[src/rtl/core/yuyvcc_pkg.sv]
// ----------------------------------------------------------------------------
// YUYV pair color converter package
// Output modes, payload types and fixed-point constants.
// ----------------------------------------------------------------------------
package yuyvcc_pkg;

  typedef enum logic [1:0] {
    MODE_GRAY  = 2'd0,
    MODE_COLOR = 2'd1,
    MODE_YUV   = 2'd2
  } mode_t;

  localparam mode_t MODE_RESET = MODE_COLOR;

  // Chroma terms fit 17 bits signed; the full sum with luma and rounding fits 19.
  localparam int ADD_W = 17;
  localparam int SUM_W = 19;

  localparam logic signed [ADD_W-1:0] COEF_CR_RED   = 17'sd358;
  localparam logic signed [ADD_W-1:0] COEF_CB_GREEN = -17'sd87;
  localparam logic signed [ADD_W-1:0] COEF_CR_GREEN = -17'sd181;
  localparam logic signed [ADD_W-1:0] COEF_CB_BLUE  = 17'sd451;
  localparam logic signed [SUM_W-1:0] ROUND_HALF    = 19'sd128;
  localparam logic [7:0]              COMP_MAX      = 8'd255;

  typedef struct packed {
    logic [7:0] luma_first;
    logic [7:0] chroma_blue;
    logic [7:0] luma_second;
    logic [7:0] chroma_red;
  } macropix_t;

  typedef struct packed {
    logic [7:0] comp_a;
    logic [7:0] comp_b;
    logic [7:0] comp_c;
  } pix_t;

endpackage

[src/rtl/core/yuyvcc_clamp.sv]
// ----------------------------------------------------------------------------
// YUYV color converter component finish
// Adds scaled luma, chroma term and rounding, shifts by 8, clamps to 0..255.
// ----------------------------------------------------------------------------
module yuyvcc_clamp import yuyvcc_pkg::*; (
  input  logic [7:0]              luma,
  input  logic signed [ADD_W-1:0] chroma_add,
  output logic [7:0]              comp
);

  logic signed [SUM_W-1:0] sum;

  assign sum = $signed({{(SUM_W-16){1'b0}}, luma, 8'd0}) + SUM_W'(chroma_add) + ROUND_HALF;

  always_comb begin
    if (sum[SUM_W-1]) begin
      comp = 8'd0;
    end else if (|sum[SUM_W-2:16]) begin
      comp = COMP_MAX;
    end else begin
      comp = sum[15:8];
    end
  end

endmodule

[src/rtl/core/yuyvcc_convert.sv]
// ----------------------------------------------------------------------------
// YUYV color converter datapath
// One macropixel in, two three-component pixels out, per the output mode.
// ----------------------------------------------------------------------------
module yuyvcc_convert import yuyvcc_pkg::*; (
  input  mode_t     mode,
  input  macropix_t mpix,
  output pix_t      pix_first,
  output pix_t      pix_second
);

  logic signed [8:0]       cbs;
  logic signed [8:0]       crs;
  logic signed [ADD_W-1:0] add_r;
  logic signed [ADD_W-1:0] add_g;
  logic signed [ADD_W-1:0] add_b;
  pix_t                    rgb_first;
  pix_t                    rgb_second;

  // Offset binary minus 128: flip the top bit, read as two's complement
  assign cbs = $signed({~mpix.chroma_blue[7], ~mpix.chroma_blue[7], mpix.chroma_blue[6:0]});
  assign crs = $signed({~mpix.chroma_red[7], ~mpix.chroma_red[7], mpix.chroma_red[6:0]});

  assign add_r = ADD_W'(crs) * COEF_CR_RED;
  assign add_g = ADD_W'(cbs) * COEF_CB_GREEN + ADD_W'(crs) * COEF_CR_GREEN;
  assign add_b = ADD_W'(cbs) * COEF_CB_BLUE;

  yuyvcc_clamp u_first_b (.luma(mpix.luma_first),  .chroma_add(add_b), .comp(rgb_first.comp_a));
  yuyvcc_clamp u_first_g (.luma(mpix.luma_first),  .chroma_add(add_g), .comp(rgb_first.comp_b));
  yuyvcc_clamp u_first_r (.luma(mpix.luma_first),  .chroma_add(add_r), .comp(rgb_first.comp_c));
  yuyvcc_clamp u_second_b(.luma(mpix.luma_second), .chroma_add(add_b), .comp(rgb_second.comp_a));
  yuyvcc_clamp u_second_g(.luma(mpix.luma_second), .chroma_add(add_g), .comp(rgb_second.comp_b));
  yuyvcc_clamp u_second_r(.luma(mpix.luma_second), .chroma_add(add_r), .comp(rgb_second.comp_c));

  always_comb begin
    pix_first  = '0;
    pix_second = '0;
    case (mode)
      MODE_GRAY: begin
        pix_first.comp_a  = mpix.luma_first;
        pix_second.comp_a = mpix.luma_second;
      end
      MODE_COLOR: begin
        pix_first  = rgb_first;
        pix_second = rgb_second;
      end
      MODE_YUV: begin
        pix_first  = '{comp_a: mpix.luma_first,  comp_b: mpix.chroma_blue,
                       comp_c: mpix.chroma_red};
        pix_second = '{comp_a: mpix.luma_second, comp_b: mpix.chroma_blue,
                       comp_c: mpix.chroma_red};
      end
      default: begin
        // unused mode code: all components zero
        pix_first  = '0;
        pix_second = '0;
      end
    endcase
  end

endmodule

[src/rtl/core/yuyv_pair_color_converter_top.sv]
// ----------------------------------------------------------------------------
// YUYV pair color converter
// Converts one YUYV macropixel per beat into two 3-byte output pixels.
// ----------------------------------------------------------------------------
// Each accepted macropixel gives one result beat holding two pixels, via the
// input register and then the result register. The block takes one beat per
// cycle while the output is not stalled: these registers bracket a single
// pass of constant-coefficient multiply, add and clamp logic, and both stages
// advance together whenever the result side can take data.
// cfg_wr_data selects the format (0 gray, 1 blue/green/red, 2 luma/Cb/Cr;
// reset gives blue/green/red) and should only change while no beat is in
// flight.
module yuyv_pair_color_converter_top import yuyvcc_pkg::*; (
  input  logic       clk,
  input  logic       rst_n,
  input  logic       cfg_wr_en,
  input  logic [1:0] cfg_wr_data,
  input  logic       in_valid,
  output logic       in_ready,
  input  logic [7:0] in_luma_first,
  input  logic [7:0] in_chroma_blue,
  input  logic [7:0] in_luma_second,
  input  logic [7:0] in_chroma_red,
  output logic       out_valid,
  input  logic       out_ready,
  output logic [7:0] out_first_comp_a,
  output logic [7:0] out_first_comp_b,
  output logic [7:0] out_first_comp_c,
  output logic [7:0] out_second_comp_a,
  output logic [7:0] out_second_comp_b,
  output logic [7:0] out_second_comp_c
);

  mode_t     mode_r;
  logic      in_valid_r;
  macropix_t mpix_r;
  logic      out_valid_r;
  pix_t      first_r;
  pix_t      second_r;
  pix_t      first_nxt;
  pix_t      second_nxt;
  logic      out_load;

  // result register free or emptying this cycle
  assign out_load = !out_valid_r || out_ready;
  assign in_ready = !in_valid_r || out_load;

  always_ff @(posedge clk) begin
    if (!rst_n) begin
      mode_r      <= MODE_RESET;
      in_valid_r  <= 1'b0;
      out_valid_r <= 1'b0;
    end else begin
      if (cfg_wr_en) begin
        mode_r <= mode_t'(cfg_wr_data);
      end
      if (in_ready) begin
        in_valid_r <= in_valid;
      end
      if (out_load) begin
        out_valid_r <= in_valid_r;
      end
    end
  end

  always_ff @(posedge clk) begin
    if (in_ready && in_valid) begin
      mpix_r <= '{luma_first: in_luma_first, chroma_blue: in_chroma_blue,
                  luma_second: in_luma_second, chroma_red: in_chroma_red};
    end
    if (out_load && in_valid_r) begin
      first_r  <= first_nxt;
      second_r <= second_nxt;
    end
  end

  yuyvcc_convert u_convert (
    .mode      (mode_r),
    .mpix      (mpix_r),
    .pix_first (first_nxt),
    .pix_second(second_nxt)
  );

  assign out_valid         = out_valid_r;
  assign out_first_comp_a  = first_r.comp_a;
  assign out_first_comp_b  = first_r.comp_b;
  assign out_first_comp_c  = first_r.comp_c;
  assign out_second_comp_a = second_r.comp_a;
  assign out_second_comp_b = second_r.comp_b;
  assign out_second_comp_c = second_r.comp_c;

endmodule

[config.mk]
export PLATFORM = sky130hd
export DESIGN_NAME = yuyv_pair_color_converter_top
export DESIGN_NICKNAME = d
export VERILOG_FILES = /design/src/rtl/core/yuyvcc_pkg.sv /design/src/rtl/core/yuyvcc_clamp.sv /design/src/rtl/core/yuyvcc_convert.sv /design/src/rtl/core/yuyv_pair_color_converter_top.sv
export SDC_FILE = /design/constraint.sdc
export NUM_CORES = 1
export LEC_CHECK = 0
export BUFFER_PORTS_ARGS = -buffer_cell sky130_fd_sc_hd__buf_2
export CAP_MARGIN = 20
export CORE_MARGIN = 2
export CORE_UTILIZATION = 25
export DETAILED_ROUTE_END_ITERATION = 12
export PLACE_DENSITY_LB_ADDON = 0.05
export SLEW_MARGIN = 15
export SYNTH_ARGS = -nofsm -noshare
export SYNTH_HDL_FRONTEND = slang
export SYNTH_SLANG_ARGS = --single-unit
[constraint.sdc]
create_clock -name clk -period 10.9 [get_ports clk]
set_input_delay 1.09 -clock clk [delete_from_list [all_inputs] [get_ports clk]]
set_output_delay 1.09 -clock clk [all_outputs]
set_load 0.02 [all_outputs]
==> impl_results.md, run 1 <==
* Share of layout cells above drive strength 1 at between 10 and 15%
* Finished Cell Area at 13,600 um2
* Starting DRT DRC Count at 567
* CTS tree: yes
* Post-route minimum period at between 8 and 9 ns
* Net Count, Synth at 1,560
* Hold-fix buffers, CTS at 0
* CP endpoint kind: register
* Row cnt at 80
* Initial antenna violation count at 0
* Synth async-reset ratio at 0%
* Slowest CP cell: a221oi_2
* Routed wire length at 38.0 mm
* WL per Instance at 19.6 um
* Initial core utilization at around 25%
* Vias in the first global route at 9,328
* CP arrival at roughly 8.7 ns
* Clk buf depth at 2
* All-Layer GR Usage at 15.7%
* Sequential fraction of the synthesis area at 20.6%
* Total CTS buffers at 9
* Setup Fix Bufs, Post-CTS at 0
* CTS resizes at 0
* FF+latch count, synth at 84
* HP Start: in_valid_r
* Ports at 89
* Via count at 9,087
* Inserted Diodes at 0
* Placed insts at 1,926
* CORE AREA at 47,600 um2
* Clock skew at 0.0101 ns
* CP max FO at 9
* Netlist Area Pre-Place at 12,000 um2
* Critical path data required time at 11.14 ns
* Synth unique cells at between 80 and 90
* Layout Cells excl Fill at 1,942
* Root Driver: clkbuf_16
* Clk sinks at 84
* Crit path max-delay family: adder cells
* Worst Hold Path Cells at 1
* # Max-Cap Violations at 0
* Critical path launch point type: register
* Fill cell count at 5,074
* HP Class: register to register
* Die width at 223 um
* Area Overhead vs Synth at 12.7%
* Drt drc at 0
* Die height at 223 um
* Cells on worst reg2reg path at 28
* Highest Clock Rate at 118 MHz
* Flop2flop setup slack at ~2.4 ns
* Yosys Warn Count at 0
* Critical path class: register to register
* Leading cell type in the layout, fill and taps excluded: inv_1
* ANT nets after route at 0
* Post-route setup TNS at 0 ns
* First drt pass iteration count at 5
* Relative slew slack at a little under a third
* Final Cycle Share at 77.9%
* GPL Wtd Cong at 0.817
* Post-DP HPWL at 31.6 mm
* EDFF count, synth at 80
* Slew at the pin closest to its max-slew limit at 1.03 ns
* Dpl cell area at 13,300 um2
* Worst reg2reg path endpoint: out_first_comp_b[6]
* Gr ovfl total at 0
* CTS clk-pin slew, worst paths at 0.07 ns
* Final Hold Fails at 0
* Hold path endpoint: out_valid
* Ys flop type: edfxtp_1
* # H-tree levels at 3
* Max incr delay on CP at roughly 0.67 ns
* Die area at 49,900 um2
* RSZ-0062 raised after global routing: false
* Crit path buffers/inverters at 5
* Worst-Skew Late Latency at 0.38 ns
* Setup Viol. Count Final at 0
* Drt via density at 4.68
* First-pass GRT wire length at 57.6 mm
* Most frequent cells in the layout: inv_1, ha_1, fa_1
* Fin. max-slew vios at 0
* Fin Hold WS at 0.533 ns
* Synthesized area per cell at approximately 10 um2
* Post-Syn Instances at roughly 1,200
* FF-to-FF Start: mpix_r[5]
* Largest net degree at the start of global routing at 49
* Outcome: finished clean
* Nets@finish at 1,657
* PortBufs at between 80 and 90
## cells in the mapped netlist (3+ instances only)
master / instances / area [um2]
clkbuf_1: 7 / 26.3
a221o_1: 19 / 190
xor2_1: 34 / 298
nor2b_1: 16 / 100
o21ai_0: 30 / 150
o311a_1: 3 / 30.0
nand2_1: 63 / 236
a211oi_1: 14 / 105
or2_1: 4 / 25.0
fa_1: 99 / 1980
nor3b_1: 8 / 60.1
a21oi_1: 51 / 255
o21a_1: 20 / 150
dfxtp_1: 4 / 80.1
mux2i_1: 4 / 40.0
o31a_1: 7 / 61.3
a22oi_1: 9 / 67.6
ha_1: 197 / 2460
edfxtp_1: 80 / 2400
xnor2_1: 60 / 526
a21o_1: 22 / 165
nor3_1: 20 / 100
or3_1: 12 / 75.1
o21ai_1: 14 / 70.1
or2_2: 5 / 31.3
nand2b_1: 10 / 62.6
o211ai_1: 4 / 30.0
a211oi_2: 5 / 62.6
nand3_1: 22 / 110
a31oi_1: 4 / 25.0
nand4_1: 10 / 62.6
and3_1: 8 / 50.1
o2111ai_1: 3 / 26.3
and2_1: 7 / 43.8
inv_1: 202 / 758
a221oi_1: 9 / 78.8
a211o_1: 5 / 43.8
o21bai_1: 4 / 30.0
nor2_1: 69 / 259
## worst reg2reg max path, delay by kind of cell (launching register included)
family	cells	cell delay, ns
AO/OA/AOI/OAI	8	2.41
XOR/XNOR	1	0.48
adder cells (fa/ha/maj)	8	3.21
buffers and inverters	5	0.50
flip-flops	1	0.64
AND/OR/NAND/NOR	6	1.14
## logic make-up after synthesis
kind of cell | count (synthesis) | synth area share [%]
AOI/OAI and AO/OA | 259 | 16.4
and+or+nand+nor | 275 | 11.9
xor gates and xnor gates | 95 | 6.98
muxes | 5 | 0.520
buffers and inverters | 211 | 6.60
DFF | 84 | 20.6
adders and majority gates | 296 | 37.0
## registers in the layout, summed over array words and instances, names as in the netlist
signal             flops
in_valid_r             1
mode_r                 2
mpix_r                32
out_first_comp_a       8
out_first_comp_b       8
out_first_comp_c       8
out_second_comp_a      8
out_second_comp_b      8
out_second_comp_c      8
out_valid              1
## stage by stage
stage,worst slack [ns],util (%)
2_1_floorplan,3.48,-
3_3_place_gp,2.41,27.8
3_5_place_dp,2.43,27.8
4_1_cts,2.37,28.4
5_1_grt,1.89,28.4
6_report,2.41,28.4
## how the worst max path moves through the flow
| stage | end | cells past startpoint | from |
|---|---|---|---|
| after global routing | out_second_comp_b[1] | 28 | mpix_r[5] |
| after global placement | out_second_comp_b[7] | 29 | mpix_r[5] |
| after CTS | out_first_comp_b[6] | 28 | mpix_r[5] |
| after floorplan | out_second_comp_b[0] | 28 | mpix_r[5] |
| final | out_first_comp_b[6] | 28 | mpix_r[5] |
| after detailed placement | out_first_comp_b[6] | 28 | mpix_r[5] |
## routing by layer
metal  vias up  GRT usage (%)  routed length (um)
met5         -              0                   0
met2       134           25.0               17200
li1       4506              -                   -
met4         0           3.78                 559
met1      4422           22.4               19200
met3        25           2.07                1040
## area by class of cell
type / count / area, um2 / area share (%)
multi-input combinational: 930 / 8760 / 64.6
sequential: 84 / 2480 / 18.3
tap: 615 / 769 / 5.68
inverter: 202 / 758 / 5.60
timing repair buffer: 95 / 493 / 3.64
clock buffer: 10 / 229 / 1.69
clock inverter: 6 / 62.6 / 0.462
Power of run 1 is not shown: default switching activity piles up to over one toggle a cycle in this logic, so the estimate is an artifact.
==> inputs of run 2 (changes only) <==
clock period = 7.29 ns   (was 10.9 ns; I/O delays follow)
==> run 2 against run 1 <==
Against the previous run:
- non-clock buffer count rose by 132
- global-route usage rose by 0.58 points
- final cell count increased by 6.8%
- via count rose by 6.0%
- worst setup slack worse by 2.2 ns
- first-iteration DRC count fell by 7.2%
- die area unchanged
- register-to-register slack worse by 2.2 ns
- sequential cell count unchanged
- sequential share of layout area is 2.2 points lower
- routed wire length is 4.7% higher
- critical endpoint is now out_first_comp_b[1]
==> impl_results.md, run 2 (synthesis results as in run 1) <==
* Clock skew at 0.0172 ns (+0.00711 ns)
* Cell mode on critical path: fa_1
* CTS tree: yes
* Finished Cell Area at 15,400 um2 (+13%)
* GPL Wtd Cong at 0.807 (-1.2%)
* Slew at the pin closest to its max-slew limit at 1.01 ns (-0.0128 ns)
* Fin. max-slew vios at 0 (unchanged)
* Row cnt at 80 (unchanged)
* Clk sinks at 84 (unchanged)
* Crit. path cell count at 24 (-14%)
* Via count at 9,633 (+6.0%)
* Worst Setup SP: mpix_r[2]
* First drt pass iteration count at 5 (unchanged)
* Hold-fix buffers, CTS at 0 (unchanged)
* Post-DP HPWL at 33.3 mm (+5.3%)
* Largest register by flop count: mpix_r
* PortBufs at 88 (unchanged)
* Max reg flops at 32 (unchanged)
* Leading cell type in the layout, fill and taps excluded: inv_1
* Ports at 89 (unchanged)
* Crit path max-delay family: adder cells
* Crit path buffers/inverters at 5 (unchanged)
* Critical path data required time at 7.43 ns (-3.71 ns)
* Drt via density at 4.64 (-0.74%)
* Gr ovfl total at 0 (unchanged)
* Worst setup path endpoint: out_first_comp_b[1]
* CP Cell Sequence: buf_6 -> buf_4 -> fa_1 -> inv_2 -> fa_1 -> inv_1 -> fa_2 -> fa_1 -> fa_1 -> ha_4 -> a21oi_4 -> nand2_4 -> o31a_1 -> xor2_2 -> ha_1 -> o21ai_1 -> or2_0 -> a221o_1 -> or3b_2 -> and2_4 -> o221ai_2 -> a221oi_4 -> buf_6 -> a221o_1
* CTS clk-pin slew, worst paths at 0.08 ns (about the same)
* HP Class: primary input to register
* Nets@finish at 1,789 (+8.0%)
* Die height at 223 um (unchanged)
* Critical path launch point type: register
* Highest Clock Rate at 141 MHz (+20%)
* Routed wire length at 39.8 mm (+4.7%)
* First-pass GRT wire length at 60.1 mm (+4.3%)
* Final WS setup at 0.206 ns (-2.20 ns)
* Flop2flop setup slack at 0.21 ns (-2.20 ns)
* Layout Cells excl Fill at 2,074 (+6.8%)
* Share of layout cells above drive strength 1 at 26.2% (+15 points)
* CP max FO at 8 (-1)
* Vias in the first global route at 9,861 (+5.7%)
* All-Layer GR Usage at 16.2% (+0.58 points)
* Post-route minimum period at 7.08 ns (-1.41 ns)
* CP arrival at 7.22 ns (-1.51 ns)
* Final Cycle Share at 97.2% (+19 points)
* CORE AREA at 47,600 um2 (unchanged)
* FF-to-FF Start: mpix_r[2]
* Placed insts at 2,038 (+5.8%)
* Die width at 223 um (unchanged)
* CP endpoint kind: register
* Inserted Diodes at 0 (unchanged)
* Setup Viol. Count Final at 0 (unchanged)
* Relative slew slack at 32.0% (+0.37 points)
* Dpl cell area at 14,100 um2 (+6.5%)
* Final Hold Fails at 0 (unchanged)
* Worst reg2reg path endpoint: out_first_comp_b[1]
* Starting DRT DRC Count at 526 (-7.2%)
* ANT nets after route at 0 (unchanged)
* Post-route setup TNS at 0 ns (unchanged)
* # H-tree levels at 3 (unchanged)
* Slowest CP cell: fa_2
* Critical path class: register to register
* Total CTS buffers at 9 (unchanged)
* Setup WS pre-CTS at -0.146 ns (-2.57 ns)
* Outcome: finished clean
* Die area at 49,900 um2 (unchanged)
* HP Start: in_chroma_red[5]
* Initial antenna violation count at 0 (unchanged)
* Largest net degree at the start of global routing at 49 (unchanged)
* WL per Instance at 19.2 um (-1.9%)
* Clk buf depth at 2 (unchanged)
* Cells on worst reg2reg path at 24 (-14%)
* # Max-Cap Violations at 0 (unchanged)
* Worst-Skew Late Latency at 0.39 ns (about the same)
* Max incr delay on CP at 0.57 ns (-0.10 ns)
* Root Driver: clkbuf_16
* Initial core utilization at 25.2% (unchanged)
* Area Overhead vs Synth at 27.7%
* Most frequent cells in the layout: inv_1, ha_1, buf_4
* Drt drc at 0 (unchanged)
-- run 2: changes by cell type in the layout (fill, tap and decap cells not counted), sizes merged --
cell,delta
buf,+132
inv,+4
clkinvlp,-2
bufinv,-1
clkbuf,-1
-- run 2: how the worst min path moves through the flow --
stage | to | cells after the start | slack [ns]
floorplan | out_valid | 1 | 0.48
global placement | out_valid | 1 | 0.52
CTS | mpix_r[5] | 1 | 0.48
finish | mpix_r[5] | 1 | 0.51
global route | mpix_r[5] | 1 | 0.49
detailed placement | out_valid | 1 | 0.51
-- run 2: routing by layer --
metal	track usage [%]	wire length [um]	part of all wire (%)
met5	0	0	0
met4	3.31	520	1.3
met3	2.05	960	2.4
met2	26.7	18500	46
met1	22.9	19800	50
-- run 2: repair_timing --
action	CTS	global route
pin swaps	15	66
hold endpoints to repair	0	0
buffers inserted	3	18
endpoints found under the setup margin	16	19
resized for setup	24	107
-- run 2: metrics by stage --
step,util (%),hold slack (ns)
3_3_place_gp,29.6,0.516
6_report,32.2,0.507
5_1_grt,32.2,0.490
3_5_place_dp,29.6,0.512
4_1_cts,30.6,0.478
2_1_floorplan,-,0.477
-- run 2: final cells by class --
type,count,area [um2]
clock inverters,7,56.3
repair buffers,227,1560
well taps,615,769
clock buffers,9,225
inverters,202,761
flip-flops and latches,84,2480
multi-input cells,930,9500
fillers,5010,32300
Power of run 2 is left out for the same reason.
==> inputs of run 3 (changes only) <==
ABC_AREA = 1   (was not set)
==> run 3 against run 2 <==
Against the previous run:
- global-route usage fell by 0.47 points
- critical path depth rose by 6
- fmax rose by 2.0%
- utilization fell by 2.7 points
- sequential cell count did not move
- final cell count rose by 15%
- worst setup slack improved by 0.14 ns
- clock skew fell by 0.0019 ns
- clock-buffer cell count rose by 2
- design area fell by 4.1%
- area after synthesis rose by 4.6%
- critical endpoint is now out_first_comp_b[6]
==> impl_results.md, run 3 <==
* Vias in the first global route at 10,500 (+6.8%)
* CTS clk-pin slew, worst paths at 0.07 ns (about the same)
* Starting DRT DRC Count at 446 (-15%)
* Clk sinks at 84 (unchanged)
* Final Hold Fails at 0 (unchanged)
* Register Area at 2480 um2 (unchanged)
* Setup Viol. Count Final at 0 (unchanged)
* Die height at 228 um (+2.3%)
* Synth async-reset ratio at 0% (unchanged)
* Clk buf depth at 2 (unchanged)
* Ports at 89 (unchanged)
* Largest net degree at the start of global routing at 49 (unchanged)
* Max incr delay on CP at 0.58 ns (about the same)
* Post-synth top area share at 19.6% (-0.91 points)
* Fin. max-slew vios at 0 (unchanged)
* Highest Clock Rate at 144 MHz (+2.0%)
* Worst-Skew Late Latency at 0.39 ns (about the same)
* Ys flop type: edfxtp_1
* Cell taking the most area after synthesis: ha_1
* GPL Wtd Cong at 0.834 (+3.3%)
* Via count at 10,300 (+6.8%)
* Post-synth top cells: nand2_1, inv_1, ha_1
* Post-route minimum period at 6.94 ns (-0.141 ns)
* PortBufs at 88 (unchanged)
* CP endpoint kind: register
* Routed wire length at 40.1 mm (+0.67%)
* Slowest CP cell: fa_1
* Critical path launch point type: register
* Die width at 228 um (+2.3%)
* Post-Syn Instances at 1,572 (+28%)
* FF+latch count, synth at 84 (unchanged)
* First-pass GRT wire length at 61.6 mm (+2.5%)
* Final Cycle Share at 95.2% (-1.9 points)
* CORE AREA at 50,000 um2 (+4.9%)
* Die area at 52,100 um2 (+4.6%)
* Crit path max-delay family: adder cells
* Post-DP HPWL at 34.4 mm (+3.4%)
* First drt pass iteration count at 5 (unchanged)
* Fill cell count at 5,476 (+9.3%)
* HP Class: primary input to register
* Root Driver: clkbuf_16
* Yosys Warn Count at 0 (unchanged)
* Drt drc at 0 (unchanged)
* Outcome: finished clean
* Synth unique cells at 45 (-48%)
* Fin Hold WS at 0.513 ns (+0.00602 ns)
* Net Count, Synth at 1,907 (+22%)
* Area contributors post-synth: ha_1, edfxtp_1, fa_1
* RSZ-0062 raised after global routing: true
* Nets@finish at 2,037 (+14%)
* # H-tree levels at 3 (unchanged)
* Core Util, Final at 29.5% (-2.7 points)
* Drt via density at 4.32 (-6.9%)
* Hold-fix buffers, CTS at 0 (unchanged)
* Synthesized area per cell at 8.00 um2 (-18%)
* EDFF count, synth at 80 (unchanged)
* ANT nets after route at 0 (unchanged)
* Max reg flops at 32 (unchanged)
* Gr ovfl total at 0 (unchanged)
* Row cnt at 82 (+2.5%)
* Slew at the pin closest to its max-slew limit at 0.864 ns (-0.149 ns)
* Initial core utilization at 25.2% (-0.055 points)
* CTS tree: yes
* Multi-input logic area at 9050 um2 (-4.7%)
* Initial antenna violation count at 0 (unchanged)
* Relative slew slack at 42.3% (+10 points)
* # Max-Cap Violations at 0 (unchanged)
* Clock skew at 0.0152 ns (-0.00193 ns)
* WL per Instance at 16.8 um (-12%)
* All-Layer GR Usage at 15.8% (-0.47 points)
* Critical path class: register to register
* Largest register by flop count: mpix_r
* Most frequent cells in the layout: nand2_1, inv_1, ha_1
* Total CTS buffers at 9 (unchanged)
* Cell mode on critical path: fa_1
* CP arrival at 7.06 ns (-0.16 ns)
* Netlist Area Pre-Place at 12,600 um2 (+4.6%)
* Crit path buffers/inverters at 6 (+1)
* Area Overhead vs Synth at 17.1%
* Inserted Diodes at 0 (unchanged)
* CP max FO at 8 (unchanged)
* Share of layout cells above drive strength 1 at 13.9% (-12 points)
* Leading cell type in the layout, fill and taps excluded: nand2_1
* Most frequent cell after synthesis: nand2_1
* Critical path data required time at 7.41 ns (-0.02 ns)
* Sequential fraction of the synthesis area at 19.7% (-0.92 points)
==> run 3: final timing paths <==
kind / from / end / slack, ns / depth (start not counted)
setup / recovery: mpix_r[1] / out_first_comp_b[6] / 0.35 / 30
hold / removal: in_chroma_red[7] / mpix_r[7] / 0.51 / 1
setup reg to reg: mpix_r[1] / out_first_comp_b[6] / 0.35 / 30
hold reg to reg: out_valid / out_valid / 0.53 / 2
==> run 3: worst reg2reg max path: cells and delay by family (launching register included) <==
| kind | cells | cell delay (ns) |
|---|---|---|
| buf+inv | 6 | 0.63 |
| compound gates | 3 | 0.45 |
| fa+ha+maj | 8 | 3.73 |
| flops | 1 | 0.41 |
| xor+xnor | 2 | 0.49 |
| simple gates | 11 | 0.97 |
==> run 3: metrics by stage <==
| step | instances | instance area, um2 | setup slack, ns | TNS, ns |
|---|---|---|---|---|
| 2_1_floorplan | 1572 | 12600 | 0.500 | 0 |
| 4_1_cts | 2372 | 14400 | 0.118 | 0 |
| 5_1_grt | 2379 | 14700 | -0.0682 | -0.380 |
| 3_5_place_dp | 2354 | 14100 | -0.00871 | -0.00871 |
| 6_report | 2379 | 14700 | 0.347 | 0 |
| 3_3_place_gp | 2354 | 14100 | 0.0251 | 0 |
==> run 3: cells by family (layout without fill, tap and decap cells) <==
| family | Yosys count | count (layout) | share of synthesized area [%] |
|---|---|---|---|
| compound gates | 155 | 155 | 7.29 |
| xor+xnor | 74 | 74 | 5.27 |
| fa+ha+maj | 296 | 296 | 35.3 |
| buf+inv | 354 | 489 | 10.6 |
| flops | 84 | 84 | 19.7 |
| simple gates | 609 | 609 | 21.8 |
==> run 3: metal layers <==
layer	vias to the layer above	routed length (um)	track usage, %
met5	-	0	0
met4	0	658	4.49
met3	22	929	1.97
met2	113	19100	26.4
met1	4845	19400	21.3
li1	5308	-	-
==> run 3: repair_timing <==
item                                    CTS  global route
setup buffers                             2             7
gates resized for setup                   0            53
endpoints found under the setup margin   16            16
pin swaps                                 0            12
==> run 3: area by class of cell <==
type | instances | share of cell area, %
multi-input combinational | 1134 | 61.4
sequential | 84 | 16.9
inverter | 346 | 8.84
tap | 672 | 5.71
timing repair buffer | 127 | 5.00
clock buffer | 11 | 1.58
clock inverter | 5 | 0.586
Power of run 3 is left out for the same reason.
